## src/design/sts_pkg.sv

```systemverilog
package sts_pkg;

  localparam int TEXT_W = 48;
  localparam int LEN_W  = 3;

  localparam logic [7:0] CH_LPAREN = 8'h28;
  localparam logic [7:0] CH_RPAREN = 8'h29;
  localparam logic [7:0] CH_QUOTE  = 8'h27;
  localparam logic [7:0] CH_NUL    = 8'h00;
  localparam logic [7:0] CH_SEMI   = 8'h3b;
  localparam logic [7:0] CH_NL     = 8'h0a;
  localparam logic [7:0] CH_SPACE  = 8'h20;
  localparam logic [7:0] CH_TAB    = 8'h09;
  localparam logic [7:0] CH_VT     = 8'h0b;
  localparam logic [7:0] CH_FF     = 8'h0c;
  localparam logic [7:0] CH_CR     = 8'h0d;

  typedef enum logic [1:0] {
    ST_TOKEN    = 2'd0,
    ST_END      = 2'd1,
    ST_OVERFLOW = 2'd2
  } status_t;

  typedef struct packed {
    logic [TEXT_W-1:0] text;
    logic [LEN_W-1:0]  len;
    status_t           status;
    logic              last;
  } result_t;

  function automatic logic is_delim(input logic [7:0] b);
    return (b == CH_LPAREN) || (b == CH_RPAREN) || (b == CH_QUOTE) || (b == CH_NUL);
  endfunction

  function automatic logic is_space(input logic [7:0] b);
    return (b == CH_SPACE) || (b == CH_TAB) || (b == CH_NL) || (b == CH_VT) ||
           (b == CH_FF) || (b == CH_CR);
  endfunction

endpackage

```

## src/design/sexpr_token_scanner.sv

```systemverilog
// Results are registered into a three-entry result queue and offered from its
// head in order; the second result of a closing delimiter queues behind the first.
// Throughput: one byte per cycle while the queue holds fewer than two results;
// input stalls while the queue holds two or more results.
// Reset (rst_n, synchronous): scanner state returns outside any token or
// comment and the result queue empties.
module sexpr_token_scanner
  import sts_pkg::*;
#(
  parameter int MAX_TOKEN_CHARS = 6
) (
  input  logic              clk,
  input  logic              rst_n,
  input  logic              in_valid,
  output logic              in_stall,
  input  logic [7:0]        in_byte,
  input  logic              in_end_of_input,
  output logic              out_valid,
  input  logic              out_stall,
  output logic [TEXT_W-1:0] out_token_text,
  output logic [LEN_W-1:0]  out_token_length,
  output logic [1:0]        out_status,
  output logic              out_last_of_run
);

  localparam int CW = $clog2(MAX_TOKEN_CHARS + 1);
  localparam int QD = 3;

  logic          in_comment_r, in_comment_nxt;
  logic          in_atom_r, in_atom_nxt;
  logic [7:0]    atom_chars_r [MAX_TOKEN_CHARS];
  logic [7:0]    atom_chars_nxt [MAX_TOKEN_CHARS];
  logic [CW-1:0] atom_count_r, atom_count_nxt;

  result_t       q_r [QD];
  result_t       q_nxt [QD];
  logic [1:0]    q_count_r, q_count_nxt;

  logic          accept, pop;
  logic [1:0]    n_push;
  result_t       res0, res1;
  logic [63:0]   packed_atom;
  logic [3:0]    count_ext;
  result_t       atom_res;
  result_t       delim_res;

  assign in_stall  = (q_count_r >= 2'd2);
  assign accept    = in_valid && !in_stall;
  assign out_valid = (q_count_r != 2'd0);
  assign pop       = out_valid && !out_stall;

  assign out_token_text   = q_r[0].text;
  assign out_token_length = q_r[0].len;
  assign out_status       = q_r[0].status;
  assign out_last_of_run  = q_r[0].last;

  // Token text is packed first byte lowest and cut to the output width.
  always_comb begin
    packed_atom = '0;
    for (int i = 0; i < MAX_TOKEN_CHARS; i++) begin
      if (CW'(i) < atom_count_r) begin
        packed_atom[8*i +: 8] = atom_chars_r[i];
      end
    end
    count_ext = 4'(atom_count_r);
    atom_res.text   = packed_atom[TEXT_W-1:0];
    atom_res.len    = count_ext[LEN_W-1:0];
    atom_res.status = ST_TOKEN;
    atom_res.last   = 1'b1;
    delim_res.text   = TEXT_W'(in_byte);
    delim_res.len    = LEN_W'(1);
    delim_res.status = ST_TOKEN;
    delim_res.last   = 1'b1;
  end

  always_comb begin
    in_comment_nxt = in_comment_r;
    in_atom_nxt    = in_atom_r;
    atom_count_nxt = atom_count_r;
    atom_chars_nxt = atom_chars_r;
    n_push         = 2'd0;
    res0           = delim_res;
    res1           = delim_res;

    if (accept) begin
      priority if (in_end_of_input) begin
        in_comment_nxt = 1'b0;
        in_atom_nxt    = 1'b0;
        atom_count_nxt = '0;
        n_push         = 2'd1;
        res0.text      = '0;
        res0.len       = '0;
        res0.status    = ST_END;
      end else if (in_comment_r) begin
        if (in_byte == CH_NL) begin
          in_comment_nxt = 1'b0;
        end
      end else if (!in_atom_r) begin
        priority if (in_byte == CH_SEMI) begin
          in_comment_nxt = 1'b1;
        end else if (is_space(in_byte)) begin
        end else if (is_delim(in_byte)) begin
          n_push = 2'd1;
        end else begin
          atom_chars_nxt[0] = in_byte;
          atom_count_nxt    = CW'(1);
          in_atom_nxt       = 1'b1;
        end
      end else begin
        priority if (is_delim(in_byte)) begin
          // The atom goes out first, then the delimiter that closed it.
          n_push         = 2'd2;
          res0           = atom_res;
          res0.last      = 1'b0;
          in_atom_nxt    = 1'b0;
          atom_count_nxt = '0;
        end else if (is_space(in_byte)) begin
          n_push         = 2'd1;
          res0           = atom_res;
          in_atom_nxt    = 1'b0;
          atom_count_nxt = '0;
        end else if (atom_count_r < CW'(MAX_TOKEN_CHARS)) begin
          for (int i = 0; i < MAX_TOKEN_CHARS; i++) begin
            if (CW'(i) == atom_count_r) begin
              atom_chars_nxt[i] = in_byte;
            end
          end
          atom_count_nxt = atom_count_r + CW'(1);
        end else begin
          n_push         = 2'd1;
          res0.text      = '0;
          res0.len       = '0;
          res0.status    = ST_OVERFLOW;
          in_atom_nxt    = 1'b0;
          atom_count_nxt = '0;
        end
      end
    end
  end

  // Result queue: the head sits in slot 0, new results append behind the tail.
  always_comb begin
    logic [1:0] c;
    q_nxt = q_r;
    c     = q_count_r;
    if (pop) begin
      for (int i = 0; i < QD - 1; i++) begin
        q_nxt[i] = q_r[i+1];
      end
      c = c - 2'd1;
    end
    for (int i = 0; i < QD; i++) begin
      if ((n_push != 2'd0) && (2'(i) == c)) begin
        q_nxt[i] = res0;
      end
      if ((n_push == 2'd2) && (2'(i) == c + 2'd1)) begin
        q_nxt[i] = res1;
      end
    end
    q_count_nxt = c + n_push;
  end

  always_ff @(posedge clk) begin
    if (!rst_n) begin
      in_comment_r <= 1'b0;
      in_atom_r    <= 1'b0;
      atom_count_r <= '0;
      q_count_r    <= 2'd0;
    end else begin
      in_comment_r <= in_comment_nxt;
      in_atom_r    <= in_atom_nxt;
      atom_count_r <= atom_count_nxt;
      q_count_r    <= q_count_nxt;
    end
  end

  always_ff @(posedge clk) begin
    atom_chars_r <= atom_chars_nxt;
    q_r          <= q_nxt;
  end

endmodule

```

## config.mk

```make
export PLATFORM = sky130hd
export DESIGN_NAME = sexpr_token_scanner
export DESIGN_NICKNAME = d
export VERILOG_FILES = /design/src/design/sts_pkg.sv /design/src/design/sexpr_token_scanner.sv
export SDC_FILE = /design/constraint.sdc
export NUM_CORES = 1
export LEC_CHECK = 0
export BUFFER_PORTS_ARGS = -buffer_cell sky130_fd_sc_hd__buf_2
export CORE_MARGIN = 4
export CORE_UTILIZATION = 30
export DETAILED_ROUTE_END_ITERATION = 10
export SYNTH_ARGS = -nofsm -noshare
export SYNTH_HDL_FRONTEND = slang
export SYNTH_SLANG_ARGS = --single-unit
export TNS_END_PERCENT = 30
```

## constraint.sdc

```tcl
create_clock -name clk -period 5.7 [get_ports clk]
set_input_delay 0.285 -clock clk [delete_from_list [all_inputs] [get_ports clk]]
set_output_delay 0.285 -clock clk [all_outputs]
set_load 0.005 [all_outputs]
```

Yosys cells after proc, flatten, opt, wreduce, memory -nomap -nowiden
Index checks and enable logic that the tools add are counted.
W data, S select, Z words.
{ "word_totals": {"inputBits": 13, "ff_bits": 217} }
{ "op_classes": {"n_lt_le_gt_ge": 8, "n_eq_ne": 27, "muxes": 68, "bitwise_logic": 4, "n_reduce_logical": 37, "addsub": 4} }
{ "ops": {"columns": ["cell", "n"], "rows": [
  ["$mux W54", 6],
  ["$mux W48", 3],
  ["$mux W8", 16],
  ["$mux W108", 1],
  ["$mux W53", 2],
  ["$mux W14", 4],
  ["$reduce_and A8 Y1", 6],
  ["$eq A8 B4 Y1 const B", 5],
  ["$eq A8 B6 Y1 const B", 5],
  ["$mux W3", 9],
  ["$mux W1", 20],
  ["$mux W13", 1],
  ["$mux W2", 6],
  ["$reduce_bool A2 Y1", 5],
  ["$ne A3 B3 Y1 const B", 3],
  ["$logic_and A1 B1 Y1", 8],
  ["$logic_not A8 Y1", 1],
  ["$logic_or A1 B1 Y1", 8],
  ["$eq A2 B3 Y1 const A", 2],
  ["$eq A3 B3 Y1 const A", 2],
  ["$lt A1 B3 Y1 const A", 2],
  ["$lt A2 B3 Y1 const A", 2],
  ["$lt A3 B3 Y1 const A", 2],
  ["$reduce_bool A3 Y1", 2],
  ["18 further kinds", 27]
]} }

Logic depth before layout (Yosys ltp)
Gate-level depths: netlist (run 1).
{ "depth": {"depth_word": 16, "mapped_depth": 14} }

Worst setup path after synthesis (run 1)
OpenSTA, ideal clock, no wires.
{ "synth_path": {"path_kind": "register to register", "start": "register q_count_r[0]", "end": "register q_r[10] in the netlist's numbering (enable)", "required_ns": 5.371, "period_less_slack_ns": 2.974, "n_path_buf": 4, "slack_ns": 2.726, "t_arrival_ns": 2.646, "path_stages_with_launch": 14, "path_cell_list": "dfxtp_1 -> buf_2 -> inv_1 -> ha_1 -> or3b_1 -> clkbuf_1 -> or3_1 -> nor3_1 -> a211oi_2 -> inv_4 -> o21ai_1 -> buf_4 -> buf_2 -> nand2_1"} }
{ "synth_between": {"elab_chain_cells": 7, "word_cells_on_any_way": 16, "classes_between": "add/sub (2); order compare (1); eq/ne (3); mux (2); reduce/logical (8)"} }
{ "synth_lines": {"columns": ["item", "line_no", "source"], "rows": [
  ["start: declaration", "sexpr_token_scanner.sv:37", "logic [1:0] q_count_r, q_count_nxt;"],
  ["start signal: assignment", "sexpr_token_scanner.sv:173", "q_count_r <= q_count_nxt;"],
  ["branches (longest 6 deep; another with $sub A2 B1 Y2)", null, null],
  ["$reduce_bool A2 Y1 (no source line) (*)", null, null],
  ["end signal: assignment", "sexpr_token_scanner.sv:179", "q_r <= q_nxt;"],
  ["end: declaration", "sexpr_token_scanner.sv:35", "result_t q_r [QD];"]
]} }
Every way passes the cells marked *.
A chain may end at the register's enable or synchronous reset.

Worst setup path after layout (run 1)
{ "layout_path": {"start": "register q_count_r[0]", "end": "register q_r, in the netlist out_token_text[25]"} }
{ "layout_between": {"elab_chain_cells": 7, "word_cells_on_any_way": 18, "classes_between": "add/sub (2); order compare (1); eq/ne (1); mux (4); reduce/logical (10)"} }
{ "layout_lines": {"columns": ["item"], "rows": [
  ["branches (longest 7 deep; another with $sub A2 B1 Y2)"]
]} }
Several ways; the timed one is not identified.

==> results of run 1 <==
synthesized netlist by cell type (all sizes together) (4+ instances only):
cell | number | share of area
nor4 | 5 | 0.0030
a221o | 46 | 0.043
o2111a | 8 | 0.0085
a221oi | 10 | 0.0083
buf | 79 | 0.057
nor3 | 8 | 0.0043
ha | 6 | 0.0071
a311oi | 46 | 0.039
a211oi | 48 | 0.035
o211ai | 13 | 0.0092
mux2i | 50 | 0.047
o2111ai | 6 | 0.0050
inv | 11 | 0.0041
a21o | 5 | 0.0035
nand3 | 14 | 0.0071
nor2b | 10 | 0.0059
o21ai | 64 | 0.031
a31oi | 6 | 0.0041
edfxtp | 72 | 0.20
nor2 | 20 | 0.0071
dfxtp | 145 | 0.27
a22oi | 9 | 0.0068
a21boi | 4 | 0.0028
o211a | 34 | 0.032
clkbuf | 70 | 0.025
and2 | 44 | 0.026
and3 | 4 | 0.0024
a21oi | 15 | 0.0078
nand2 | 157 | 0.056
worst paths after layout:
check	slack, ns	startpoint	cells after the start	endpoint
worst max-delay path	1.66	q_count_r[0]	9	out_token_text[25]
worst min register to register	0.46	q_r[46]	2	q_r[46]
worst min-delay path	0.13	rst_n	2	in_comment_r
worst max register to register	1.66	q_count_r[0]	9	out_token_text[25]
per-layer routing:
| metal | GRT usage | vias up | part of all wire |
|---|---|---|---|
| met2 | 0.2410 | 353 | 0.45 |
| li1 | - | 3854 | - |
| met3 | 0.03692 | 59 | 0.092 |
| met1 | 0.2132 | 4019 | 0.44 |
| met5 | 0 | - | 0.00074 |
| met4 | 0.03827 | 4 | 0.021 |
final cells by class:
class                   instances  area share
inverters                      11    0.003759
multi-input cells             673      0.4016
flip-flops and latches        217      0.4348
clock inverters                13     0.01160
repair buffers                 88     0.04210
well taps                     455     0.04887
clock buffers                  31     0.05735
where the power goes:
| group | total, W | leakage (nW) | internal [W] | switching, W |
|---|---|---|---|---|
| combinational | 0.00142 | 2.31 | 0.000572 | 0.000847 |
| sequential | 0.00215 | 1.84 | 0.00196 | 0.000195 |
| clock | 0.00158 | 0.391 | 0.000957 | 0.000621 |
| total | 0.00515 | 4.54 | 0.00349 | 0.00166 |
registers in the layout, indices dropped and copies added (netlist names):
register          cells
q_count_r             2
atom_count_r          3
q_r                 108
in_atom_r             1
out_token_text       48
out_token_length      3
atom_chars_r         48
out_status            2
in_comment_r          1
out_last_of_run       1
kinds of logic after synthesis:
| group | Yosys count | share of synthesized area |
|---|---|---|
| AO/OA/AOI/OAI | 329 | 0.2497 |
| AND/OR/NAND/NOR | 285 | 0.1294 |
| flip-flops | 217 | 0.4780 |
| buffers and inverters | 160 | 0.08608 |
| multiplexers | 50 | 0.04723 |
| adder cells (fa/ha/maj) | 6 | 0.007084 |
| XOR/XNOR | 3 | 0.002480 |
layout by cell type (no fill, tap or decap), types with 25 or more instances in the layout:
cell | netlist | routed
a311oi_1 | 45 | 45
buf_2 | 13 | 68
clkbuf_16 | 0 | 25
and2_1 | 44 | 44
edfxtp_1 | 72 | 72
a221o_1 | 46 | 46
o21ai_0 | 58 | 58
dfxtp_1 | 145 | 145
a211oi_1 | 46 | 46
o211a_1 | 34 | 34
mux2i_1 | 50 | 50
nand2_1 | 156 | 155
through the flow:
| stage | cell area [um^2] | hold WS, ns |
|---|---|---|
| final | 11650 | 0.1289 |
| after global routing | 11650 | 0.1182 |
| after CTS | 11650 | 0.1024 |
| after detailed placement | 10850 | 0.4512 |
| after global placement | 10850 | 0.4445 |
| after floorplan | 10600 | 0.3839 |
==> impl_summary.txt, run 1 <==
----------------------------------------------------
[Run status]
  Run status ... complete, no violations

[Clock tree]
  Maximum clock path buffer count ... 3
  Post-CTS Hold Buffers ... 0
  Clock tree root driver cell ... clkbuf_16
  Post-CTS resize count ... 0
  CTS tree ... done
  Worst-path clk slew ... 0.06 ns
  Clock Latency Late Sink ... 0.53 ns
  Post-CTS Setup Repair Bufs ... 0
  Cts bufs inserted ... 24
  H-tree levels ... 1
  Number of clock sinks seen by CTS ... roughly 220

[Critical path]
  Path type of the worst setup path ... reg2reg
  Number of buffers and inverters on the critical path ... 2
  CP cell instances ... inv_1 > ha_1 > nor4b_2 > nand3_2 > a21oi_2 > a31oi_1 > o2bb2ai_4 > buf_4 > a221o_1
  Arrival time reported for the critical path endpoint ... 4.43 ns
  Critical-path maximum fanout ... 25
  Critical path's slowest cell ... a21oi_2
  Startpoint kind of the worst setup timing path ... flip-flop
  Type of destination of the critical path ... flip-flop
  Critical path required time ... 6.09 ns
  Largest stage delay, worst path ... around 0.84 ns
  Top delay family on crit path ... compound AO/OA/AOI/OAI gates

[Place]
  Dpl cells ... roughly 1,400
  Placer's final routability congestion estimate ... between 0.9 and 1
  Count of buffers from port buffering ... 68
  Post-DP HPWL ... 19.29 mm
  Worst slack at placement ... 1.836 ns

[Routing]
  Detailed-route vias per instance ... ~5.6
  Number of optimization iterations in the first detailed-route pass ... 5
  Post-detailed-route wirelength per cell ... approximately 21 um
  Remaining routing DRC violations ... 0
  Vias ... about 8,300
  Wire length after detailed routing ... 30.98 mm
  Starting DRT DRC Count ... 716
  Antenna Nets Post-Route ... 0

[Die]
  Overall die height ... 195.9 um
  Placement Rows ... between 60 and 70
  Effective utilization at floorplan ... 0.3053
  Floorplan die area ... 38,390 um^2
  Number of ports placed on the die boundary ... 69
  Width of the chip ... approximately 200 um
  Area inside the core boundary ... around 35,000 um^2

[Yosys]
  Average cell area after synthesis ... 10.09 um^2
  Share of flip-flops with an asynchronous set or reset after synthesis ... 0
  Number of flops mapped to enable cells by yosys ... between 70 and 80
  Register area share after synthesis ... 0.4780
  Number of register bits inferred by synthesis ... 217
  Cell area after synthesis ... 10,600 um^2
  Cell count after synthesis ... 1,050
  Top flip-flop cell by instance count after synthesis ... dfxtp_1
  Total nets after synthesis ... approximately 1,100
  Number of warnings reported in the yosys synthesis log ... 0
  Distinct cell type count after synthesis ... 70

[STA]
  Total count of max-transition violations in the final report ... 0
  RSZ-0062 raised after global routing ... false
  Final critical path time including I/O delays and setup ... 4.039 ns
  Remaining max-slew budget at the tightest pin ... 0.1642
  Final Hold Violating Endpoints ... 0
  Top achievable clock speed ... about 0.25 GHz
  Final-layout setup total negative slack ... 0 ns
  Final period util ... 0.7087
  Post-Route Skew ... 0.02314 ns
  Transition time of the tightest slew-check pin ... between 1 and 1.5 ns
  Smallest setup slack after layout ... 1.661 ns
  Total of endpoints with negative setup slack in the final report ... 0

[Global routing]
  Pin count of the biggest net entering global routing ... 86
  Total Routing Usage GR ... 0.1533
  First-pass GRT wire length ... 47.15 mm
  Initial antenna violation count ... 2
  Number of global-route vias before repair ... just under 8,000
  Overall overflow remaining after global route ... 0

[Pwr]
  Design Power ... between 0.005 and 0.006 W
  IR drop worst, VDD ... 0.0001775 V
  Total power per unit cell area ... 442.0 nW/um^2
  Leak pwr ... about 4.5 nW

[Cells and area]
  Sequential Area ... 5065 um^2
  Nets@finish ... 1,034
  Final antenna diode count ... 0
  P&R area growth vs syn ... 9.942%
  Count of non-filler cells in the finished layout ... 1,488
  Layout cells sized above 1 ... 0.1423
  Area used by multi-input combinational logic ... 4678 um^2
  Post-Route Utilization ... 0.3356
  Number of fill cells ... around 3,600

[Run]
  Total of max-cap violations ... 0

[Min path]
  Worst hold path class ... in2reg

----------------------------------------------------
(Power assumes the default switching activity.)
==> inputs of run 2 (changes only) <==
==> constraint.sdc (replaced) <==
create_clock -name clk -period 3.3 [get_ports clk]
set_input_delay 0.165 -clock clk [delete_from_list [all_inputs] [get_ports clk]]
set_output_delay 0.165 -clock clk [all_outputs]
set_load 0.005 [all_outputs]
==> run 2 against run 1 <==
Sequential power is 71% higher. Final cell count grew 1.8%. Combinational power up 79%. Critical path depth rose by 2.
==> impl_summary.txt, run 2 (synthesized netlist as in run 1, its figures left out) <==
----------------------------------------------------
[Global routing]
  Overall overflow remaining after global route ... 0
  Number of global-route vias before repair ... between 8,000 and 9,000
  Pin count of the biggest net entering global routing ... 62
  Total Routing Usage GR ... 0.1520
  First-pass GRT wire length ... 47.26 mm
  Initial antenna violation count ... 5

[Pwr]
  Total power per unit cell area ... 731.9 nW/um^2
  IR drop worst, VDD ... about 0.00034 V
  Leak pwr ... 4.679 nW

[Critical path]
  Top delay family on crit path ... simple AND/OR/NAND/NOR gates
  Most used cell along the critical path ... buf_4
  Critical path's slowest cell ... or3b_1
  Critical-path maximum fanout ... 25
  Critical path required time ... 3.69 ns
  Largest stage delay, worst path ... between 0.3 and 0.4 ns
  Startpoint kind of the worst setup timing path ... flip-flop
  Number of buffers and inverters on the critical path ... 4
  Terminus of the critical flop-to-flop path ... out_token_text[15]
  CP cell instances ... inv_1 > ha_1 > or3b_1 > or3_1 > nor3_1 > a211oi_4 > inv_4 > buf_4 > o2bb2ai_4 > buf_4 > a221o_1
  Worst R2R Path Depth ... 11
  Worst reg2reg startpoint ... q_count_r[0]
  Arrival time reported for the critical path endpoint ... about 3.5 ns
  Worst reg-to-reg setup slack ... 0.22 ns
  Path type of the worst setup path ... reg2reg
  Type of destination of the critical path ... flip-flop

[Routing]
  Number of optimization iterations in the first detailed-route pass ... 5
  Remaining routing DRC violations ... 0
  Starting DRT DRC Count ... 770
  Wire length after detailed routing ... roughly 30 mm
  Post-detailed-route wirelength per cell ... 20.08 um
  Antenna Nets Post-Route ... 0
  Detailed-route vias per instance ... between 5 and 6
  Vias ... between 8,000 and 9,000

[Place]
  Placer's final routability congestion estimate ... a little over 0.9
  Post-DP HPWL ... 19.64 mm
  Area post-placement ... 11,100 um^2
  Count of buffers from port buffering ... 68

[Die]
  Floorplan die area ... 38,390 um^2
  Overall die height ... a little under 200 um
  Area inside the core boundary ... 34,710 um^2
  Width of the chip ... 195.9 um
  Effective utilization at floorplan ... 0.3053
  Number of ports placed on the die boundary ... 69
  Placement Rows ... 68

[Run status]
  Run status ... complete, no violations

[Clock tree]
  CTS tree ... done
  Number of clock sinks seen by CTS ... 217
  Worst-path clk slew ... approximately 0.06 ns
  Clock Latency Late Sink ... about 0.5 ns
  H-tree levels ... 1
  Maximum clock path buffer count ... 3
  Clock tree root driver cell ... clkbuf_16
  Cts bufs inserted ... 22

[STA]
  Total of endpoints with negative setup slack in the final report ... 0
  Final critical path time including I/O delays and setup ... 3.080 ns
  Final Hold Violating Endpoints ... 0
  RSZ-0062 raised after global routing ... false
  Post-Route Skew ... ~0.011 ns
  Total count of max-transition violations in the final report ... 0
  Final-layout setup total negative slack ... 0 ns
  Remaining max-slew budget at the tightest pin ... 0.5161
  Final period util ... 0.9335
  Transition time of the tightest slew-check pin ... 0.7259 ns
  Top achievable clock speed ... 0.3246 GHz

[Cells and area]
  Area used by multi-input combinational logic ... roughly 4700 um^2
  Most frequent cells in the layout ... nand2_1 (155), dfxtp_1 (145), edfxtp_1 (72)
  P&R area growth vs syn ... 11.69%
  Commonest non-fill, non-tap cell in the layout ... nand2_1
  Number of fill cells ... roughly 3,500
  Post-Route Utilization ... 0.3409
  Nets@finish ... approximately 1,100
  Finished Cell Area ... 11,840 um^2
  Sequential Area ... 5065 um^2
  Max FFs per register ... 108
  Layout cells sized above 1 ... 0.1692
  Register bank with the most flops ... q_r

[Min path]
  Number of cells traversed by the worst hold path ... 1
  Hold worst-path end ... atom_chars_r[35]
  Worst hold path class ... in2reg
  Launch instance of the worst min-delay path ... in_byte[3]

[Run]
  Total of max-cap violations ... 0

----------------------------------------------------
## run 2: worst max path at each step
stage,slack (ns),endpoint,cells after the start,startpoint
3_3_place_gp,0.25,out_token_text[13],11,q_count_r[0]
3_5_place_dp,0.23,out_token_text[15],11,q_count_r[0]
2_1_floorplan,0.33,q_r[10],13,q_count_r[0]
5_1_grt,0.04,out_token_text[12],11,q_count_r[0]
6_report,0.22,out_token_text[15],11,q_count_r[0]
4_1_cts,0.21,out_token_text[15],11,q_count_r[0]
## run 2: layer usage
layer  track usage  wire, um  up-vias
li1              -         -     3908
met1        0.2060     13470     4008
met2        0.2472     14060      302
met3       0.02988      2128       54
met4       0.04448       743        4
met5             0        21        -
## run 2: area by class of cell
cell class	count	share of cell area
Sequential cell	217	0.4280
Clock inverter	7	0.003277
Tap cell	455	0.04810
Timing Repair Buffer	119	0.06470
Multi-Input combinational cell	673	0.3956
Clock buffer	31	0.05624
Inverter	11	0.003700
Antenna cell	2	0.0004229
## run 2: metrics by stage
step | cells | hold WS (ns) | total power [W] | setup slack, ns
finish | 1515 | 0.05006 | 0.008662 | 0.2195
global route | 1515 | 0.04092 | 0.009095 | 0.03811
CTS | 1513 | 0.03579 | 0.008719 | 0.2105
detailed placement | 1473 | 0.4520 | 0.006279 | 0.2257
global placement | 1473 | 0.4448 | 0.006235 | 0.2537
floorplan | 1050 | 0.2639 | 0.005648 | 0.3256
## run 2: timing repair
action | 4_1_cts | 5_1_grt
hold buffers | 2 | 0
buffers inserted | 0 | 0
endpoints found under the setup margin | 0 | 8
hold endpoints to repair | 7 | 0
resized for setup | 0 | 1
## run 2: power breakdown
part | switching (W) | internal [W] | total, W
combinational | 0.00149 | 0.00105 | 0.00254
clock | 0.00104 | 0.00140 | 0.00244
sequential | 0.000304 | 0.00338 | 0.00368
total | 0.00283 | 0.00583 | 0.00866
